**config.mk**
```make
export PLATFORM = sky130hd
export DESIGN_NAME = sparse_polynomial_add_merge
export DESIGN_NICKNAME = d
export VERILOG_FILES = /design/src/rtl/spadd_pkg.sv /design/src/rtl/sparse_polynomial_add_merge.sv /design/src/rtl/spadd_ctrl.sv /design/src/rtl/spadd_dp.sv
export SDC_FILE = /design/constraint.sdc
export NUM_CORES = 1
export LEC_CHECK = 0
export BUFFER_PORTS_ARGS = -buffer_cell sky130_fd_sc_hd__buf_4
export CORE_UTILIZATION = 32
export DETAILED_ROUTE_END_ITERATION = 7
export GPL_ROUTABILITY_DRIVEN = 0
export GPL_TIMING_DRIVEN = 0
export HOLD_SLACK_MARGIN = 0.06
export SLEW_MARGIN = 25
export SYNTH_ARGS = -nofsm -noshare
export SYNTH_HDL_FRONTEND = slang
export SYNTH_HIERARCHICAL = 1
export SYNTH_SLANG_ARGS = --single-unit
```
**constraint.sdc**
```tcl
create_clock -name clk -period 6.5 [get_ports clk]
set_input_delay 0.325 -clock clk [delete_from_list [all_inputs] [get_ports clk]]
set_output_delay 0.325 -clock clk [all_outputs]
set_load 0.005 [all_outputs]
```
**src/rtl/spadd_pkg.sv**
```systemverilog
`default_nettype none

package spadd_pkg;

  localparam int COEFF_W = 16;
  localparam int EXP_W   = 8;
  localparam int SUM_W   = 17;
  localparam int CMD_W   = 2;

  localparam logic [CMD_W-1:0] CMD_LOAD_FIRST  = 2'd0;
  localparam logic [CMD_W-1:0] CMD_LOAD_SECOND = 2'd1;
  localparam logic [CMD_W-1:0] CMD_MERGE       = 2'd2;

  typedef struct packed {
    logic load_first;
    logic load_second;
    logic step;
  } spadd_cmd_t;

  typedef struct packed {
    logic slot_free;
    logic step_last;
  } spadd_stat_t;

endpackage

`default_nettype wire

```
**src/rtl/sparse_polynomial_add_merge.sv**
```systemverilog
// Channel   Handshake              Payload
// in        in_valid / in_ready    in_cmd, in_coeff, in_exponent
// out       out_valid / out_ready  out_sum_coeff, out_exponent, out_last_term,
//                                  out_empty_result, out_overflow_seen
//
// Load items are accepted back to back.
// A merge item emits one term per cycle (count of terms, or one if both
// lists are empty); input is held off until the final term is registered.
// Output stalls freeze the merge step; the single output register sets the rate.
// Synchronous active-low reset clears counts, pointers, overflow and valid.
`default_nettype none

module sparse_polynomial_add_merge #(
  parameter int MAX_TERMS = 16
) (
  input  wire logic                                 clk,
  input  wire logic                                 rst_n,
  input  wire logic                                 in_valid,
  output logic                                      in_ready,
  input  wire logic [spadd_pkg::CMD_W-1:0]          in_cmd,
  input  wire logic signed [spadd_pkg::COEFF_W-1:0] in_coeff,
  input  wire logic [spadd_pkg::EXP_W-1:0]          in_exponent,
  output logic                                      out_valid,
  input  wire logic                                 out_ready,
  output logic signed [spadd_pkg::SUM_W-1:0]        out_sum_coeff,
  output logic [spadd_pkg::EXP_W-1:0]               out_exponent,
  output logic                                      out_last_term,
  output logic                                      out_empty_result,
  output logic                                      out_overflow_seen
);

  spadd_pkg::spadd_cmd_t  cmd;
  spadd_pkg::spadd_stat_t stat;

  spadd_ctrl u_ctrl (
    .clk      (clk),
    .rst_n    (rst_n),
    .in_valid (in_valid),
    .in_ready (in_ready),
    .in_cmd   (in_cmd),
    .stat     (stat),
    .cmd      (cmd)
  );

  spadd_dp #(
    .MAX_TERMS (MAX_TERMS)
  ) u_dp (
    .clk               (clk),
    .rst_n             (rst_n),
    .cmd               (cmd),
    .stat              (stat),
    .in_coeff          (in_coeff),
    .in_exponent       (in_exponent),
    .out_valid         (out_valid),
    .out_ready         (out_ready),
    .out_sum_coeff     (out_sum_coeff),
    .out_exponent      (out_exponent),
    .out_last_term     (out_last_term),
    .out_empty_result  (out_empty_result),
    .out_overflow_seen (out_overflow_seen)
  );

endmodule

`default_nettype wire

```
**src/rtl/spadd_ctrl.sv**
```systemverilog
`default_nettype none

module spadd_ctrl (
  input  wire logic                          clk,
  input  wire logic                          rst_n,
  input  wire logic                          in_valid,
  output logic                               in_ready,
  input  wire logic [spadd_pkg::CMD_W-1:0]   in_cmd,
  input  wire spadd_pkg::spadd_stat_t        stat,
  output spadd_pkg::spadd_cmd_t              cmd
);

  localparam logic ST_IDLE  = 1'b0;
  localparam logic ST_MERGE = 1'b1;

  logic state_r;
  logic state_nxt;
  logic accept;

  assign in_ready = (state_r == ST_IDLE);
  assign accept   = in_valid && in_ready;

  always_comb begin
    cmd.load_first  = accept && (in_cmd == spadd_pkg::CMD_LOAD_FIRST);
    cmd.load_second = accept && (in_cmd == spadd_pkg::CMD_LOAD_SECOND);
    cmd.step        = (state_r == ST_MERGE) && stat.slot_free;
  end

  always_comb begin
    state_nxt = state_r;
    case (state_r)
      ST_IDLE: begin
        if (accept && (in_cmd == spadd_pkg::CMD_MERGE)) begin
          state_nxt = ST_MERGE;
        end
      end
      ST_MERGE: begin
        if (stat.slot_free && stat.step_last) begin
          state_nxt = ST_IDLE;
        end
      end
      default: state_nxt = ST_IDLE;
    endcase
  end

  always_ff @(posedge clk) begin
    if (!rst_n) begin
      state_r <= ST_IDLE;
    end else begin
      state_r <= state_nxt;
    end
  end

endmodule

`default_nettype wire

```
**src/rtl/spadd_dp.sv**
```systemverilog
`default_nettype none

module spadd_dp #(
  parameter int MAX_TERMS = 16
) (
  input  wire logic                                 clk,
  input  wire logic                                 rst_n,
  input  wire spadd_pkg::spadd_cmd_t                cmd,
  output spadd_pkg::spadd_stat_t                    stat,
  input  wire logic signed [spadd_pkg::COEFF_W-1:0] in_coeff,
  input  wire logic [spadd_pkg::EXP_W-1:0]          in_exponent,
  output logic                                      out_valid,
  input  wire logic                                 out_ready,
  output logic signed [spadd_pkg::SUM_W-1:0]        out_sum_coeff,
  output logic [spadd_pkg::EXP_W-1:0]               out_exponent,
  output logic                                      out_last_term,
  output logic                                      out_empty_result,
  output logic                                      out_overflow_seen
);

  localparam int CNT_W = $clog2(MAX_TERMS + 1);
  localparam int IDX_W = (MAX_TERMS > 1) ? $clog2(MAX_TERMS) : 1;
  localparam logic [CNT_W-1:0] MAX_CNT = CNT_W'(MAX_TERMS);

  localparam int TERM_W = spadd_pkg::COEFF_W + spadd_pkg::EXP_W;

  logic [TERM_W-1:0] first_mem [MAX_TERMS];
  logic [TERM_W-1:0] second_mem [MAX_TERMS];

  logic [CNT_W-1:0] cnt_a_r, cnt_a_nxt;
  logic [CNT_W-1:0] cnt_b_r, cnt_b_nxt;
  logic [CNT_W-1:0] ptr_a_r, ptr_a_nxt;
  logic [CNT_W-1:0] ptr_b_r, ptr_b_nxt;
  logic             ovf_r, ovf_nxt;

  logic                                out_valid_r;
  logic signed [spadd_pkg::SUM_W-1:0]  sum_r;
  logic [spadd_pkg::EXP_W-1:0]         exp_r;
  logic                                last_r;
  logic                                empty_r;
  logic                                ovf_out_r;

  logic [TERM_W-1:0]                   term_a_r, term_b_r;
  logic signed [spadd_pkg::COEFF_W-1:0] coef_a, coef_b;
  logic [spadd_pkg::EXP_W-1:0]         ex_a, ex_b;
  logic                                has_a, has_b;
  logic                                adv_a, adv_b;
  logic                                both_empty;
  logic signed [spadd_pkg::SUM_W-1:0]  add_a, add_b, sum_val;
  logic [CNT_W-1:0]                    ptr_a_step, ptr_b_step;
  logic                                last_val;
  logic                                slot_free;

  assign coef_a = term_a_r[TERM_W-1:spadd_pkg::EXP_W];
  assign coef_b = term_b_r[TERM_W-1:spadd_pkg::EXP_W];
  assign ex_a   = term_a_r[spadd_pkg::EXP_W-1:0];
  assign ex_b   = term_b_r[spadd_pkg::EXP_W-1:0];

  assign has_a      = ptr_a_r < cnt_a_r;
  assign has_b      = ptr_b_r < cnt_b_r;
  assign both_empty = !has_a && !has_b;
  assign adv_a      = has_a && (!has_b || (ex_a >= ex_b));
  assign adv_b      = has_b && (!has_a || (ex_b >= ex_a));

  assign add_a   = adv_a ? {coef_a[spadd_pkg::COEFF_W-1], coef_a} : '0;
  assign add_b   = adv_b ? {coef_b[spadd_pkg::COEFF_W-1], coef_b} : '0;
  assign sum_val = add_a + add_b;

  assign ptr_a_step = ptr_a_r + CNT_W'(adv_a);
  assign ptr_b_step = ptr_b_r + CNT_W'(adv_b);
  assign last_val   = both_empty || ((ptr_a_step == cnt_a_r) && (ptr_b_step == cnt_b_r));

  assign slot_free = !out_valid_r || out_ready;

  always_comb begin
    stat.slot_free = slot_free;
    stat.step_last = last_val;
  end

  always_comb begin
    cnt_a_nxt = cnt_a_r;
    cnt_b_nxt = cnt_b_r;
    ptr_a_nxt = ptr_a_r;
    ptr_b_nxt = ptr_b_r;
    ovf_nxt   = ovf_r;
    if (cmd.load_first) begin
      if (cnt_a_r < MAX_CNT) begin
        cnt_a_nxt = cnt_a_r + CNT_W'(1);
      end else begin
        ovf_nxt = 1'b1;
      end
    end
    if (cmd.load_second) begin
      if (cnt_b_r < MAX_CNT) begin
        cnt_b_nxt = cnt_b_r + CNT_W'(1);
      end else begin
        ovf_nxt = 1'b1;
      end
    end
    if (cmd.step) begin
      if (last_val) begin
        cnt_a_nxt = '0;
        cnt_b_nxt = '0;
        ptr_a_nxt = '0;
        ptr_b_nxt = '0;
        ovf_nxt   = 1'b0;
      end else begin
        ptr_a_nxt = ptr_a_step;
        ptr_b_nxt = ptr_b_step;
      end
    end
  end

  always_ff @(posedge clk) begin
    if (!rst_n) begin
      cnt_a_r     <= '0;
      cnt_b_r     <= '0;
      ptr_a_r     <= '0;
      ptr_b_r     <= '0;
      ovf_r       <= 1'b0;
      out_valid_r <= 1'b0;
    end else begin
      cnt_a_r     <= cnt_a_nxt;
      cnt_b_r     <= cnt_b_nxt;
      ptr_a_r     <= ptr_a_nxt;
      ptr_b_r     <= ptr_b_nxt;
      ovf_r       <= ovf_nxt;
      out_valid_r <= cmd.step || (out_valid_r && !out_ready);
    end
  end

  // read at the next pointer so the term is ready when the pointer lands
  always_ff @(posedge clk) begin
    if (cmd.load_first && (cnt_a_r < MAX_CNT)) begin
      first_mem[cnt_a_r[IDX_W-1:0]] <= {in_coeff, in_exponent};
    end
    if (cmd.load_second && (cnt_b_r < MAX_CNT)) begin
      second_mem[cnt_b_r[IDX_W-1:0]] <= {in_coeff, in_exponent};
    end
    term_a_r <= first_mem[ptr_a_nxt[IDX_W-1:0]];
    term_b_r <= second_mem[ptr_b_nxt[IDX_W-1:0]];
  end

  always_ff @(posedge clk) begin
    if (cmd.step) begin
      sum_r     <= both_empty ? '0 : sum_val;
      exp_r     <= both_empty ? '0 : (adv_a ? ex_a : ex_b);
      last_r    <= last_val;
      empty_r   <= both_empty;
      ovf_out_r <= ovf_r;
    end
  end

  assign out_valid         = out_valid_r;
  assign out_sum_coeff     = sum_r;
  assign out_exponent      = exp_r;
  assign out_last_term     = last_r;
  assign out_empty_result  = empty_r;
  assign out_overflow_seen = ovf_out_r;

endmodule

`default_nettype wire

```
* Word level (Yosys, flattened, before mapping)
Memory sizes are Yosys's and may differ from the RTL's. A register that Yosys moved wholly into a read port is not among the register bits.
Index checks and enable logic that the tools add are counted.
** Storage, ports and cells
- Logic and storage cells :: 83
- Output and inout port bits :: 30
- ROM bits :: 0
- Bits in latches :: 0
- Register bits :: 51
- Input bits :: 30
- Memory bits (writable) :: 768
- Memories :: 2
** Memories
- u_dp.first_mem :: depth 16, bits a word 24, read ports 1, clocked after memory_dff 1, write ports 1, line spadd_dp.sv:27 : logic [TERM_W-1:0] first_mem [MAX_TERMS];
- u_dp.second_mem :: depth 16, bits a word 24, read ports 1, clocked after memory_dff 1, write ports 1, line spadd_dp.sv:28 : logic [TERM_W-1:0] second_mem [MAX_TERMS];
** Operators by class
- Shift-type cells :: 0
- Multiplexer cells :: 28
- Equality and inequality tests :: 4
- Reductions and logical operators :: 23
- Bitwise logic cells :: 1
- Div/mod/pow operators :: 0
- Add/subtract/negate cells :: 5
- Multipliers :: 0
- $lt $le $gt $ge :: 6
** Operators with widths (count)
- $mux W5 :: 10
- $mux W17 :: 2
- $add A17 B17 Y17 :: 1
- $ge A8 B8 Y1 :: 2
- $logic_and A1 B1 Y1 :: 13
- $mux W1 :: 12
- $add A5 B1 Y5 :: 2
- $add A5 B1 Y5 const B :: 2
- $eq A5 B5 Y1 :: 2
- $lt A5 B5 Y1 :: 2
- $lt A5 B5 Y1 const B :: 2
- $mux W4 :: 2
- $mux W8 :: 1
- $logic_or A1 B1 Y1 :: 5
- $logic_not A1 Y1 :: 4
- $eq A2 B1 Y1 const B :: 1
- $eq A2 B2 Y1 const B :: 1
- $logic_not A2 Y1 :: 1
- $pmux W1 S2 :: 1
- $not A1 Y1 :: 1

* Logic depth before layout (Yosys ltp)
- Word-level depth :: 11
- Mapped depth :: 25
- Gate-level depth less buffers :: 20

* Cells and area by module
The synthesis kept the hierarchy.
** Modules (own cells, without submodules)
- spadd_dp :: cells each 2451, area each 35014.8 um^2, instances 1, seq. area each 25304.3 um^2
- spadd_ctrl :: cells each 8, area each 80.1 um^2, instances 1, seq. area each 20.0 um^2

* Worst setup path after synthesis
No wires, ideal clock.
- Path type :: reg-to-reg
- Start :: reg u_dp.cnt_b_r[2]
- End :: reg u_dp.term_b_r[10], read port of u_dp.second_mem
- Path buffers :: 5
- Arrival time :: 5.483 ns
- Clock period less this slack :: 5.601 ns
- Required time :: 6.382 ns
- Setup time :: 0.118 ns
- Cell stages (with the launch flop) :: 24
- Slack :: 0.899 ns
- Cell sequence :: dfxtp_1 > clkbuf_1 > inv_1 > ha_1 > a21o_1 > a31oi_1 > o21a_1 > clkbuf_1 > nand2_1 > a22oi_1 > clkbuf_1 > inv_1 > ha_1 > ha_1 > xor2_1 > nor4_1 > o2111ai_4 > o32ai_4 > or2_1 > buf_2 > buf_2 > mux2_2 > o22ai_1 > nor3_1
** On the way
- Cells in the longest elaborated chain, start to end :: 10
- Elaborated cells between the ends (all ways) :: 14
- Classes of those cells :: add/sub (2); order compare (1); eq/ne (2); mux (2); reduce/logical (7)
** Ends and longest elaborated chain
- from (decl) :: line spadd_dp.sv:31 : logic [CNT_W-1:0] cnt_b_r, cnt_b_nxt;
- from (signal assigned) :: line spadd_dp.sv:124 : cnt_b_r <= cnt_b_nxt;
- $lt A5 B5 Y1 :: line spadd_dp.sv:60 : assign has_b = ptr_b_r < cnt_b_r;
- $logic_not A1 Y1 :: line spadd_dp.sv:61, spadd_dp.sv:62
- $logic_or A1 B1 Y1 :: line spadd_dp.sv:62 : assign adv_a = has_a && (!has_b || (ex_a >= ex_b));
- $logic_and A1 B1 Y1 :: line spadd_dp.sv:62
- $add A5 B1 Y5 :: line spadd_dp.sv:69 : assign ptr_a_step = ptr_a_r + CNT_W'(adv_a);
- $eq A5 B5 Y1 :: line spadd_dp.sv:71 : assign last_val = both_empty || ((ptr_a_step == cnt_a_r) && (ptr_b_step == cnt_b_r));
- $logic_and A1 B1 Y1 :: line spadd_dp.sv:71
- $logic_or A1 B1 Y1 :: line spadd_dp.sv:71
- $mux W5 (*) :: line spadd_dp.sv:101 : if (last_val) begin
- $mux W4 (*) :: line spadd_dp.sv:100 : if (cmd.step) begin
- to (decl) :: line spadd_dp.sv:43 : logic [TERM_W-1:0] term_a_r, term_b_r;
Every way passes the cells marked *; elsewhere a longest branch is shown, timed or not.
A chain may end at the register's enable or synchronous reset.

* Final worst setup path
Ends and elaborated chain as after synthesis.

==> flow_summary_export.csv <==
group,metric,value,unit
status,status,"finished with violations",
status,violations,"DRC",
synth,post_synth_instance_area,35100,um2
synth,synth_top_area_cell,"edfxtp_1",
hold_path,hold_path_depth,1,
floorplanning,dieArea,111000,um2
floorplanning,top_level_ports,60,
timing,fin_tns_setup,0,ns
layout,multi_input_area,9360,um2
grt,grtUsageTotal,0.176,
grt,grt_pass1_wl,144,mm
layout,regArea,25300,um2
place,port_buffers,59,
layout,drive_gt1_frac,0.183,
drt,post_drt_wl_per_cell,23.9,um
hold_path,whs_endpoint,"u_dp/second_mem[6][22]$_DFFE_PP_",
clock_network,numCtsBuffers,85,
setup_path,rr_worst_depth,22,
grt,antenna_found_initial,10,
hold_path,min_path_type,"in2reg",
drt,vias,22136,
drt,via_per_inst,5.33,
timing,finalHoldViolCount,0,
timing,worst_slew_pin_slew,0.906,ns
setup_path,crit_fanout,10,
setup_path,cp-end-kind,"flip-flop",
synth,synthTopCellsByArea,"edfxtp_1 (68%), nand3_1 (5.4%), dfxtp_1 (4.1%)",
clock_network,clk_pin_slew,0.06,ns
setup_path,r2r-start,"u_dp/cnt_b_r[2]$_SDFF_PN0_",
drt,drt_iter0_drc,2511,
grt,use_met1,0.238,
synth,ys_ff_latch,867,
power,p_clk_frac,0.425,
synth,synth.avg_cell_area,14.3,um2
layout,final_area,41500,um2
timing,finalClockSkew,0.0132,ns
timing,post-route-period-util,0.957,
setup_path,required,7.00,ns
setup_path,cp-start-kind,"flip-flop",
synth,synth_top_area_frac,0.681,
timing,max_slew_margin,0.392,
synth,synth_edf_count,796,
clock_network,cts-root-buf,"clkbuf_16",
hold_path,hold_start,"in_coeff[14]",
layout,fillers,10025,
layout,final_nets,2739,
synth,syn-num-nets,2534,
setup_path,critPathMostFrequentCell,"ha_1",
clock_network,clock_latency,0.64,ns
clock_network,ctsHtreeMaxLevel,3,
clock_network,clockBufferDepth,3,
power,power_switching_share,0.210,
grt,use_met3,0.0366,
place,place_area,38300,um2
power,p_seq_frac,0.531,
grt,grt_max_degree,33,
synth,ys_seq_area_frac,0.722,
grt,grt_pass1_vias,21665,
power,p_comb_frac,0.044,
synth,ys_top_cells_by_count,"edfxtp_1 (796), nand3_1 (380), o21ai_0 (192)",
grt,grt_busiest_layer,"met2",
setup_path,r2r_setup_slack,0.28,ns
synth,synthCells,2459,
drt,first_pass_iters,8,
setup_path,slowest_stage,"a211oi_2",
timing,slew_viol_final,0,
power,internal_power,0.00914,W
synth,async_flop_share,0,
run,drv_cap,0,
drt,drt_wl_total,99.2,mm
timing,setup_viol,0,
setup_path,crit_type,"reg2reg",
floorplanning,die_x,333,um
floorplanning,start_util,0.322,
timing,min_period,6.22,ns
clock_network,cts.sinks,867,
setup_path,path_delay_family,"compound AO/OA/AOI/OAI gates",
power,leakagePower,13.7,nW
power,peakVddDrop,0.000196,V
floorplanning,die_height,333,um
timing,fmax,161,MHz
layout,syn2layout_area_growth,18.2,%
drt,ant_nets,0,
setup_path,path_cells,"clkbuf_2 > inv_1 > ha_1 > a21o_1 > a31oi_1 > o21a_4 > nand2_1 > a22oi_2 > clkbuf_4 > inv_1 > ha_1 > ha_1 > xnor2_1 > a221oi_2 > o2111ai_4 > buf_4 > o221ai_4 > a211oi_2 > clkbuf_1 > nand3_1 > nand4_1 > nor3_2",
drt,drc,9,
grt,grt_overflow_total,0,
setup_path,crit_arrival,6.72,ns
synth,yosys_warnings,6,
place,hpwl,66.4,mm
synth,synth_most_common_cell,"edfxtp_1",
setup_path,reg2reg_to,"u_dp/term_b_r[10]$_DFF_P_",
setup_path,cpPeakStageDelay,0.56,ns
setup_path,startpoint,"u_dp/cnt_b_r[2]$_SDFF_PN0_",
synth,synth.distinct_cells,64,
grt,met2_usage,0.274,
setup_path,cp_num_buf_inv,6,
power,powerDensity,279,nW/um2
synth,synth_ff_type,"edfxtp_1",
power,switching_power,0.00244,W
floorplanning,row_count,121,
floorplanning,coreArea,109000,um2
clock_network,cts_tree,"done",
==> stage by stage <==
step / worst slack (ns) / hold WS (ns) / utilization / total power (W) / instances
after floorplan: 0.899 / 0.409 / - / 0.00650 / 2459
after global placement: -1.68 / 0.519 / 0.343 / 0.00674 / 3932
after detailed placement: -1.76 / 0.523 / 0.352 / 0.00675 / 3980
after CTS: 0.00199 / 0.106 / 0.380 / 0.0116 / 4141
after global routing: -0.00755 / 0.139 / 0.381 / 0.0119 / 4148
final: 0.277 / 0.132 / 0.381 / 0.0116 / 4155
==> worst max path at each step <==
stage / endpoint / slack, ns / depth (start not counted)
6_report: u_dp/term_b_r[10]$_DFF_P_ / 0.28 / 22
5_1_grt: u_dp/term_b_r[21]$_DFF_P_ / -0.008 / 24
4_1_cts: u_dp/term_a_r[11]$_DFF_P_ / 0.002 / 24
3_5_place_dp: u_dp/term_a_r[11]$_DFF_P_ / -1.76 / 23
3_3_place_gp: u_dp/term_a_r[11]$_DFF_P_ / -1.68 / 23
2_1_floorplan: u_dp/term_b_r[10]$_DFF_P_ / 0.90 / 23
==> registers in the layout, indices dropped and copies added (netlist names), 8 cells and up <==
| register | cells |
|---|---|
| u_dp/second_mem | 384 |
| u_dp/term_b_r | 24 |
| u_dp/out_sum_coeff | 17 |
| u_dp/first_mem | 384 |
| u_dp/term_a_r | 24 |
| u_dp/out_exponent | 8 |
==> per-layer routing <==
layer | share of wire | vias up
met4 | 0.033 | 16
met2 | 0.46 | 898
met1 | 0.43 | 11139
met3 | 0.084 | 161
li1 | - | 9922
met5 | 0.00091 | -
==> cells by family after synthesis <==
kind of cell | synth area share
adder cells (fa/ha/maj) | 0.0163
flip-flops | 0.722
buffers and inverters | 0.0239
XOR/XNOR | 0.00848
AO/OA/AOI/OAI | 0.0708
AND/OR/NAND/NOR | 0.110
multiplexers | 0.0492
==> power by group through the flow <==
| stage | sequential [W] | clock (W) | combinational (W) |
|---|---|---|---|
| final | 0.00615 | 0.00492 | 0.000512 |
| after global routing | 0.00615 | 0.00519 | 0.000549 |
| after CTS | 0.00615 | 0.00499 | 0.000496 |
| after detailed placement | 0.00627 | 0 | 0.000483 |
| after global placement | 0.00627 | 0 | 0.000470 |
| after floorplan | 0.00626 | 0 | 0.000237 |
==> timing repair <==
item / in CTS / in global routing
pin swaps: 0 / 8
hold buffers: 5 / 0
hold endpoints to repair: 7 / 0
endpoints found under the setup margin: 60 / 50
setup buffers: 0 / 8
gates resized for setup: 52 / 55
==> area by class of cell <==
type | count | share of cell area
Sequential cell | 867 | 0.610
Timing Repair Buffer | 120 | 0.0328
Clock buffer | 119 | 0.0581
Antenna cell | 7 | 0.000422
Tap cell | 1414 | 0.0426
Buffer | 163 | 0.0190
Inverter | 29 | 0.00262
Clock inverter | 38 | 0.00871
Multi-Input combinational cell | 1398 | 0.225
==> cells in the final DEF, fill, tap and decap left out, types with 6 or more instances in the layout <==
cell type	count
nand4_1	54
nor2b_1	23
diode_2	7
edfxtp_1	796
nand2_1	128
clkbuf_16	89
ha_1	44
a21oi_1	21
xor2_1	16
nor3_2	16
buf_2	33
nand3_1	378
xnor2_1	18
nor2_1	50
bufinv_16	7
mux2i_1	61
inv_1	28
clkinv_2	16
a21o_1	7
clkbuf_2	41
clkbuf_8	7
nor2_4	25
buf_1	8
a32o_1	46
mux2_2	99
clkinv_1	12
and2_1	20
and3_1	8
o22ai_1	48
clkbuf_1	88
nand2b_1	8
o21ai_0	192
buf_6	9
dfxtp_1	71
buf_4	97
o21a_1	6
nor3_1	47
buf_16	19
Power figures use the tool's default switching activity.
